[config.mk]
export PLATFORM = sky130hd
export DESIGN_NAME = rgco_scale
export DESIGN_NICKNAME = d
export VERILOG_FILES = /design/src/sv/rgco_pkg.sv /design/src/sv/rgco_scale.sv
export SDC_FILE = /design/constraint.sdc
export NUM_CORES = 1
export LEC_CHECK = 0
export BUFFER_PORTS_ARGS = -buffer_cell sky130_fd_sc_hd__buf_2
export CAP_MARGIN = 0
export CORE_UTILIZATION = 50
export CTS_BUF_LIST = sky130_fd_sc_hd__clkbuf_8
export CTS_CLUSTER_DIAMETER = 60
export DETAILED_ROUTE_END_ITERATION = 8
export HOLD_SLACK_MARGIN = 0.15
export PLACE_DENSITY = 0.7
export SKIP_LAST_GASP = 1
export SLEW_MARGIN = 20
export SYNTH_ARGS = -nofsm -noshare
export SYNTH_HDL_FRONTEND = slang
export SYNTH_SLANG_ARGS = --single-unit
[constraint.sdc]
create_clock -name clock -period 6.4 [get_ports clock]
set_input_delay 0.32 -clock clock [delete_from_list [all_inputs] [get_ports clock]]
set_output_delay 0.32 -clock clock [all_outputs]
set_load 0.01 [all_outputs]
[src/sv/rgco_pkg.sv]
// ----------------------------------------------------------------------------
// rgco_pkg: shared types and constants for the risk grid cost overlay
// Holds the register map, the configuration bundle and the records that pass
// between the pipeline stages.
// ----------------------------------------------------------------------------
`default_nettype none

package rgco_pkg;

   // Map and grid extents in cells.
   localparam int unsigned MAP_DIM  = 4096;
   localparam int unsigned GRID_DIM = 1024;

   // Cost codes.
   localparam logic [7:0] MAX_RISK_COST = 8'd252;
   localparam logic [7:0] UNKNOWN_COST  = 8'd255;
   localparam logic [7:0] MIN_RISK_COST = 8'd1;

   // Configuration port geometry.
   localparam int unsigned CSR_ADDR_W = 3;
   localparam int unsigned CSR_DATA_W = 26;

   // Register indexes.
   typedef enum logic [CSR_ADDR_W-1:0] {
      REG_COS_YAW    = 3'd0,
      REG_SIN_YAW    = 3'd1,
      REG_ORIGIN_X   = 3'd2,
      REG_ORIGIN_Y   = 3'd3,
      REG_CELL_RATIO = 3'd4,
      REG_COST_GAIN  = 3'd5,
      REG_WINDOW_MIN = 3'd6,
      REG_WINDOW_MAX = 3'd7
   } reg_index_type;

   // Register reset values.
   localparam logic [15:0] COS_YAW_RESET    = 16'd16384;
   localparam logic [15:0] SIN_YAW_RESET    = 16'd0;
   localparam logic [20:0] ORIGIN_RESET     = 21'd0;
   localparam logic [15:0] CELL_RATIO_RESET = 16'd256;
   localparam logic [11:0] COST_GAIN_RESET  = 12'd645;
   localparam logic [25:0] WINDOW_MIN_RESET = 26'd0;
   localparam logic [25:0] WINDOW_MAX_RESET = 26'd33558528;

   // Configuration bundle seen by every stage.
   typedef struct packed {
      logic [15:0] cos_yaw;
      logic [15:0] sin_yaw;
      logic [20:0] origin_x_cells;
      logic [20:0] origin_y_cells;
      logic [15:0] cell_ratio;
      logic [11:0] cost_gain;
      logic [25:0] window_min;
      logic [25:0] window_max;
   } cfg_type;

   // Input item.
   typedef struct packed {
      logic [7:0] existing_cost;
      logic [7:0] risk_value;
      logic [9:0] grid_row;
      logic [9:0] grid_col;
   } item_type;

   // After scaling: cell centre times ratio, clamped cost.
   typedef struct packed {
      logic        ok;
      logic [26:0] a;
      logic [26:0] b;
      logic [7:0]  risk_cost;
      logic [7:0]  existing_cost;
   } s1_type;

   // After rotation products (units of 2^-23 map cells).
   typedef struct packed {
      logic               ok;
      logic signed [43:0] a_cos;
      logic signed [43:0] b_sin;
      logic signed [43:0] a_sin;
      logic signed [43:0] b_cos;
      logic [7:0]         risk_cost;
      logic [7:0]         existing_cost;
   } s2_type;

   // After translation and flooring.
   typedef struct packed {
      logic        in_map;
      logic [11:0] fx;
      logic [11:0] fy;
      logic [7:0]  risk_cost;
      logic [7:0]  existing_cost;
   } s3_type;

   // Result item.
   typedef struct packed {
      logic        write_cost;
      logic [7:0]  merged_cost;
      logic [11:0] map_row;
      logic [11:0] map_col;
   } result_type;

endpackage

`default_nettype wire

[src/sv/rgco_scale.sv]
// ----------------------------------------------------------------------------
// rgco_scale: first pipeline stage
// Forms the cell centre in half cells, scales it by the cell ratio and
// derives the clamped new cost from the risk value and the gain.
// ----------------------------------------------------------------------------
`default_nettype none

module rgco_scale import rgco_pkg::*; (
   input  wire logic     clock,
   input  wire logic     reset,
   input  wire cfg_type  cfg,
   input  wire logic     in_valid,
   output logic          in_ready,
   input  wire item_type in_data,
   output logic          out_valid,
   input  wire logic     out_ready,
   output s1_type        out_data
);

   logic        valid_ff;
   s1_type      data_ff;
   s1_type      data_in;
   logic [10:0] u;
   logic [10:0] v;
   logic [18:0] cost_raw;
   logic        risk_pos;
   logic        index_ok;

   // The stage moves when it is empty or its content is taken downstream.
   assign in_ready = !valid_ff || out_ready;

   // Centre coordinates and scaling.
   always_comb begin
      u        = {in_data.grid_col, 1'b1};
      v        = {in_data.grid_row, 1'b1};
      risk_pos = !in_data.risk_value[7] && (in_data.risk_value[6:0] != 7'd0);
      index_ok = ({22'd0, in_data.grid_col} < 32'(GRID_DIM)) &&
                 ({22'd0, in_data.grid_row} < 32'(GRID_DIM));
      cost_raw = {12'd0, in_data.risk_value[6:0]} * {7'd0, cfg.cost_gain};

      data_in.ok            = risk_pos && index_ok;
      data_in.a             = {16'd0, u} * {11'd0, cfg.cell_ratio};
      data_in.b             = {16'd0, v} * {11'd0, cfg.cell_ratio};
      data_in.existing_cost = in_data.existing_cost;
      // Clamp the floored cost to the range of risk costs.
      if (cost_raw[18:8] > {3'd0, MAX_RISK_COST}) begin
         data_in.risk_cost = MAX_RISK_COST;
      end else if (cost_raw[18:8] == 11'd0) begin
         data_in.risk_cost = MIN_RISK_COST;
      end else begin
         data_in.risk_cost = cost_raw[15:8];
      end
   end

   // Stage register.
   always_ff @(posedge clock) begin
      if (reset) begin
         valid_ff <= 1'b0;
      end else if (in_ready) begin
         valid_ff <= in_valid;
      end
      if (in_ready && in_valid) begin
         data_ff <= data_in;
      end
   end

   assign out_valid = valid_ff;
   assign out_data  = data_ff;

endmodule

`default_nettype wire

# Yosys cells after proc, flatten, opt, wreduce, memory -nomap -nowiden

Cells that the tools add are included.

Register bits: 72
Latch bits: 0
Memory bits (writable): 0
ROM bits: 0
Input bits: 194
Output and inout bits: 73
Word-level logic and storage cells: 20
Memories: 0

Add/sub/neg operators: 0
$mul: 3
Divide/modulo/power cells: 0
Magnitude comparators: 1
Equal/unequal tests: 0
Shift-type cells: 0
Multiplexer cells: 1
Bitwise gates (word level): 0
Reductions and logical operators: 8

Operators with widths:

| cell                | number |
|---|---|
| $mul 11x16->27      | 2 |
| $mul 7x12->19       | 1 |
| $gt 11x8->1 const B | 1 |
| $logic_not 11->1    | 1 |
| $mux 8              | 1 |
| $reduce_bool 7->1   | 1 |
| $logic_and 1x1->1   | 2 |
| $logic_not 1->1     | 2 |
| $reduce_or 2->1     | 1 |
| $logic_or 1x1->1    | 1 |

# Logic depth before layout (Yosys ltp)

Gate-level depths: netlist of the first run.

Depth in word-level cells: 3
Gate-level depth with buffers: 21
Depth with buffers taken out: 20

# Worst setup path before layout of the first run

No wires, ideal clock.

Path type: input port to flip-flop
Start: input cfg[71] (netlist bit)
End: register data_ff (netlist bit out_data[40]), data pin
Library setup time: 0.259 ns
Arrival: 5.044 ns
Required time: 6.141 ns
Slack: 1.097 ns
Cell stages on the path: 20
Buffers on the path: 1
Cell sequence: clkbuf_1 -> and2_1 -> fa_1 -> inv_1 -> fa_1 -> inv_1 -> fa_1 -> fa_1 -> inv_1 -> fa_1 -> inv_1 -> ha_1 -> and4_1 -> a211oi_1 -> o21ai_0 -> a31oi_1 -> o31ai_1 -> a41oi_1 -> nor2b_1 -> xnor2_1

RTL lines:

| what                 | line             | source |
|---|---|---|
| from (decl)          | rgco_scale.sv:11 | `input wire cfg_type cfg,` |
| to (signal assigned) | rgco_scale.sv:63 | `data_ff <= data_in;` |
| to (decl)            | rgco_scale.sv:21 | `s1_type data_ff;` |

==> run metrics, run 1 <==
Port Buf Inserts 140; Tot GR Track Use 0.221; fin nets 2,448; Leakage 8.63 nW; R2R depth 2; Post-synth EDFFs 70; Hold EP out_valid; worst hold start in_valid; initial antenna violation count 1; number of distinct library cells after synthesis 56; Via Count 11.6k; critical path type in2reg; IO Count 267; Register Area 2120 um^2; Int Pwr 4.07 mW; largest net degree at the start of global routing 71; clock slew at reported path FFs 0.08 ns; TritonCTS Sinks 71; RSZ-0062 raised after global routing false; Syn. warnings 0; Worst Skew 0.0154 ns; Hold Crit Class in2reg; Max Root-Sink Buffers 2; peak fanout along the critical path 22; CP Launch Type primary input; minimum clock period 5.68 ns; Slew @ Worst Pin 0.977 ns; die height 180 um; switching share of power 0.483; Core Area 30,900 um^2; root buf cell clkbuf_8; Hold Path Stages 3; ys flop type edfxtp_1; number of vias per cell 5.27; CP arrival 5.81 ns; achievable frequency 0.176 GHz; Post-Syn Instances 1,689; Max VDD drop 0.370 mV; Layout area overhead 8.32%; share of flip-flops with an asynchronous set or reset 0; fillcell total 2,802; Final setup viols 0; Avg WL per Cell 15.1 um; Seq pwr share 0.135; relative slew slack 0.349; DPL Wire Length 26,300 um; first-pass GRT wire length 58,700 um; #FFs+latches synth 71; Clk pwr share 0.055; post-synth design cell area 15,900 um^2; setup_tns 0 ns; sw power 3.80 mW; status finished, final reports clean; post-layout util 0.557; DR pass1 iterations 5; multi-input combinational cell area 12,200 um^2; sequential area share after synthesis 0.133; Starting Density 0.514; DIE AREA 32,500 um^2; Final GP Congestion 0.849; # rows 64; MaxCap Viol Count 0; r2r setup slk 4.77 ns; Final Instance Count excl. Fillers 2,193; ANT nets after route 0; reg2reg end out_data[62]; H-tree Lvls 3; fraction of layout cells with a size suffix above 1 0.0947; clock latency on the worst-skew pair 0.38 ns; Comb power frac 0.810; CTS Buf Count 9; Die Wd 180 um; Post-Route WL 33,100 um; final hold violation count 0; vias in the first global route 12.4k; Critical Path End Type register; syn nets 2,346; CTS tree done; Reg-to-Reg Start out_valid; worst path required time 6.53 ns; syn avg cell area 9.42 um^2; dpl cells 2,167; grt ovf 0; PD cells 457 nW/um^2; max-slew violation count 0; Final period util 0.887; DRC viols 0; initial detailed-routing violation count 571
## power by group through the flow
| stage | logic [mW] | registers [mW] | clock network (mW) |
|---|---|---|---|
| floorplan | 4.89 | 1.17 | 0 |
| global placement | 6.17 | 1.08 | 0 |
| detailed placement | 6.33 | 1.07 | 0 |
| CTS | 6.39 | 1.07 | 0.446 |
| global route | 7.27 | 1.08 | 0.464 |
| finish | 6.37 | 1.07 | 0.432 |
## sequential cells by signal (all words and copies together), names as in the netlist
name       flops
out_data      70
out_valid      1
## kinds of logic after synthesis
logic type | Yosys count | synth area share
AO/OA/AOI/OAI | 136 | 0.0580
XOR/XNOR | 53 | 0.0292
adder cells (fa/ha/maj) | 463 | 0.505
buffers and inverters | 430 | 0.102
flip-flops | 71 | 0.133
multiplexers | 2 | 0.00126
AND/OR/NAND/NOR | 534 | 0.171
## how the worst max path moves through the flow
stage	slack (ns)	cells past startpoint	start	to
6_report	0.72	19	cfg[70]	out_data[40]
5_1_grt	0.32	19	cfg[70]	out_data[40]
4_1_cts	0.72	19	cfg[70]	out_data[40]
3_5_place_dp	0.32	19	cfg[70]	out_data[40]
3_3_place_gp	0.42	19	cfg[70]	out_data[40]
2_1_floorplan	1.10	20	cfg[71]	out_data[40]
## layout by cell type, fill, tap and decap left out, types with 16 or more instances in the layout
master and instances:
a21oi_1 45, and2_1 219, buf_2 140, edfxtp_1 70, fa_1 298, ha_1 165, inv_1 365, nand2_1 211
nor2_1 24, nor3_1 16, o21ai_0 17, xnor2_1 43
## per-layer routing
metal | track usage | vias to the layer above | wire length (um)
li1 | - | 5367 | -
met1 | 0.292 | 5887 | 14800
met2 | 0.386 | 251 | 16500
met3 | 0.0251 | 46 | 1180
met4 | 0.0568 | 0 | 593
met5 | 0 | - | 0
## cell type report
class                           instances  share of cell area
Multi-Input combinational cell       1188               0.706
Sequential cell                        71               0.123
Inverter                              364              0.0793
Timing Repair Buffer                  157              0.0494
Tap cell                              396              0.0288
Clock buffer                           10             0.00799
Clock inverter                          6             0.00494
Antenna cell                            1            0.000145
## synthesized netlist by cell type (11+ instances only)
cell type,instances,area [um^2]
edfxtp_1,70,2100
fa_1,298,5970
nor3_1,16,80.1
o21ai_0,17,85.1
ha_1,165,2060
xnor2_1,43,377
o21bai_1,11,82.6
and2_1,220,1380
nand3_1,15,75.1
a21o_1,13,97.6
nand2_1,211,792
inv_1,364,1370
clkbuf_1,63,236
a21oi_1,45,225
nor2_1,24,90.1
## repair_timing
| action | in CTS | in global routing |
|---|---|---|
| setup endpoints to repair | 0 | 0 |
| hold buffers | 9 | 0 |
| buffers inserted | 0 | 0 |
| gates resized for setup | 0 | 0 |
| endpoints found under the hold margin | 9 | 0 |
## worst max-delay path: stages
cell and delay, ns:
buf_2 0.40, nand2_1 0.16, fa_1 0.48, fa_1 0.56
inv_1 0.06, fa_1 0.49, fa_1 0.49, inv_1 0.04
fa_1 0.47, inv_1 0.04, ha_1 0.34, and4_1 0.22
a211oi_1 0.20, o21ai_0 0.26, a31oi_1 0.44, o31ai_1 0.18
a41oi_1 0.34, nor2b_1 0.21, xnor2_1 0.08
## stage by stage
stage / setup WS [ns] / cell area (um^2) / power, mW / hold WS [ns]
after floorplan: 1.10 / 15900 / 6.06 / 0.389
after global placement: 0.420 / 16900 / 7.25 / 0.478
after detailed placement: 0.324 / 16900 / 7.40 / 0.482
after CTS: 0.718 / 17200 / 7.90 / 0.170
after global routing: 0.321 / 17200 / 8.81 / 0.189
final: 0.723 / 17200 / 7.87 / 0.190
No activity file was read; power rests on OpenSTA's default activity.
==> inputs of run 2 (changes only) <==
--- a/config.mk
+++ b/config.mk
@@ -13,6 +13,7 @@
 export DETAILED_ROUTE_END_ITERATION = 8
 export HOLD_SLACK_MARGIN = 0.15
 export PLACE_DENSITY = 0.7
+export RECOVER_POWER = 50
 export SKIP_LAST_GASP = 1
 export SLEW_MARGIN = 20
 export SYNTH_ARGS = -nofsm -noshare
==> run 2 against run 1 <==
Compared with the run above: the run now ends with capacitance limit, slew limit left; maximum frequency increased by 0.17%; worst setup slack improved by 0.0093 ns; clock-buffer cell count unchanged; sequential share of layout area increased by 0.069 points; critical path type unchanged; via count is essentially flat; sequential cell count unchanged; sequential power hardly changed; clock skew increased by 0.00089 ns; global-route usage did not move.
==> run metrics, run 2 (synthesis results as in run 1) <==
commonest non-fill, non-tap cell in the layout inv_1; number of vias per cell 5.26; PD cells 457 nW/um^2; Layout area overhead 7.71%; Reg-to-Reg Start out_valid; pre-CTS setup slack 0.324 ns; Core Area 30,900 um^2; worst hold start in_valid; initial detailed-routing violation count 568; setup_tns 0 ns; worst path required time 6.53 ns; CTS Buf Count 9; Via Count 11.5k; Post-CTS Setup Bufs 0; Seq pwr share 0.137; Met3 Wirelength 1210 um; clock latency on the worst-skew pair 0.38 ns; fillcell total 2,846; sw power 3.81 mW; most used cell, CP fa_1; Largest register FFs 70; Post-Route WL 33,000 um; Final period util 0.886; die height 180 um; CP Launch Type primary input; relative slew slack -2.09; CP max stage cell fa_1; multi-input combinational cell area 12,200 um^2; worst path cell trace buf_2 > nand2_1 > fa_1 > fa_1 > inv_1 > fa_1 > fa_1 > inv_1 > fa_1 > inv_1 > ha_1 > and4_1 > a211oi_1 > o21ai_0 > a31oi_1 > o31ai_1 > a41oi_1 > nor2b_1 > xnor2_1; switching share of power 0.486; initial antenna violation count 1; ANT nets after route 0; Hold Crit Class in2reg; DPL Wire Length 26,300 um; max-slew violation count 71; final hold violation count 0; MaxCap Viol Count 1; Register Area 2120 um^2; clock slew at reported path FFs 0.08 ns; Starting Density 0.514; CP arrival 5.80 ns; Slew @ Worst Pin 4.63 ns; r2r setup slk 2.13 ns; Buf/Inv on CP 4; Port Buf Inserts 140; Leakage 8.42 nW; Hold EP out_valid; Largest stage delay, worst path 0.56 ns; IO Count 267; delay-heaviest family, CP adder cells; first-pass GRT wire length 58,700 um; root buf cell clkbuf_8; DIE AREA 32,500 um^2; Max VDD drop 0.371 mV; Final WS setup 0.732 ns; most frequent cells in the layout inv_1 (365), fa_1 (298), and2_1 (215); grt ovf 0; Clk pwr share 0.055; # rows 64; fin nets 2,448; Die Wd 180 um; minimum clock period 5.67 ns; critical path type in2reg; DR pass1 iterations 5; reg2reg end out_data[62]; Avg WL per Cell 15.1 um; met2 wire len 16,400 um; Int Pwr 4.03 mW; achievable frequency 0.176 GHz; status complete, but fails checks; TritonCTS Sinks 71; largest net degree at the start of global routing 71; Max Root-Sink Buffers 2; H-tree Lvls 3; DRC viols 0; Comb power frac 0.808; failing checks capacitance limit, slew limit; WL met1 14,800 um; Worst Skew 0.0163 ns; Critical Path End Type register; Final setup viols 0; Hold Worst Slack 0.185 ns; CTS tree done; fraction of layout cells with a size suffix above 1 0.0523; peak fanout along the critical path 22; R2R depth 2; top sig layer met4; RSZ-0062 raised after global routing false; Final GP Congestion 0.849; Hold Path Stages 3; vias in the first global route 12.4k; Tot GR Track Use 0.221
-- run 2: cell count changes in the layout (fill, tap and decap cells not counted), sizes merged --
| cell | before | now |
|---|---|---|
| buf | 148 | 73 |
| clkbuf | 10 | 85 |
-- run 2: final cells by class --
| type | instances | area share |
|---|---|---|
| clock inverter | 6 | 0.00497 |
| timing repair buffer | 157 | 0.0442 |
| sequential | 71 | 0.124 |
| multi-input combinational | 1188 | 0.710 |
| antenna | 1 | 0.000146 |
| clock buffer | 10 | 0.00804 |
| tap | 396 | 0.0289 |
| inverter | 364 | 0.0798 |
-- run 2: through the flow --
step	util	instances	power [mW]	instance area [um^2]
2_1_floorplan	-	1689	6.06	15900
5_1_grt	0.554	2192	8.78	17100
4_1_cts	0.557	2192	7.90	17200
3_5_place_dp	0.547	2167	7.40	16900
3_3_place_gp	0.547	2167	7.25	16900
6_report	0.554	2193	7.83	17100
-- run 2: worst max path at each step --
stage            start            to  cells past startpoint
5_1_grt        cfg[64]  out_data[40]                     19
4_1_cts        cfg[70]  out_data[40]                     19
3_3_place_gp   cfg[70]  out_data[40]                     19
2_1_floorplan  cfg[71]  out_data[40]                     20
6_report       cfg[70]  out_data[40]                     19
3_5_place_dp   cfg[70]  out_data[40]                     19
-- run 2: tightest hold or removal path: cells and delay by family --
| family | cells | cell delay (ns) |
|---|---|---|
| AOI/OAI and AO/OA | 1 | 0.05 |
| buffers and inverters | 2 | 0.14 |
-- run 2: timing repair --
| item | 4_1_cts | 5_1_grt |
|---|---|---|
| hold buffers | 9 | 0 |
| gates resized for setup | 0 | 0 |
| endpoints found under the hold margin | 9 | 0 |
-- run 2: routing by layer --
metal / up-vias / GRT usage
li1: 5367 / -
met1: 5877 / 0.292
met2: 250 / 0.386
met3: 47 / 0.0251
met4: 0 / 0.0568
met5: - / 0
-- run 2: power by group through the flow --
stage          sequential [mW]  combinational [mW]  clock [mW]
2_1_floorplan             1.17                4.89           0
3_3_place_gp              1.08                6.17           0
3_5_place_dp              1.07                6.33           0
4_1_cts                   1.07                6.39       0.446
5_1_grt                   1.09                7.22       0.464
6_report                  1.07                6.33       0.432
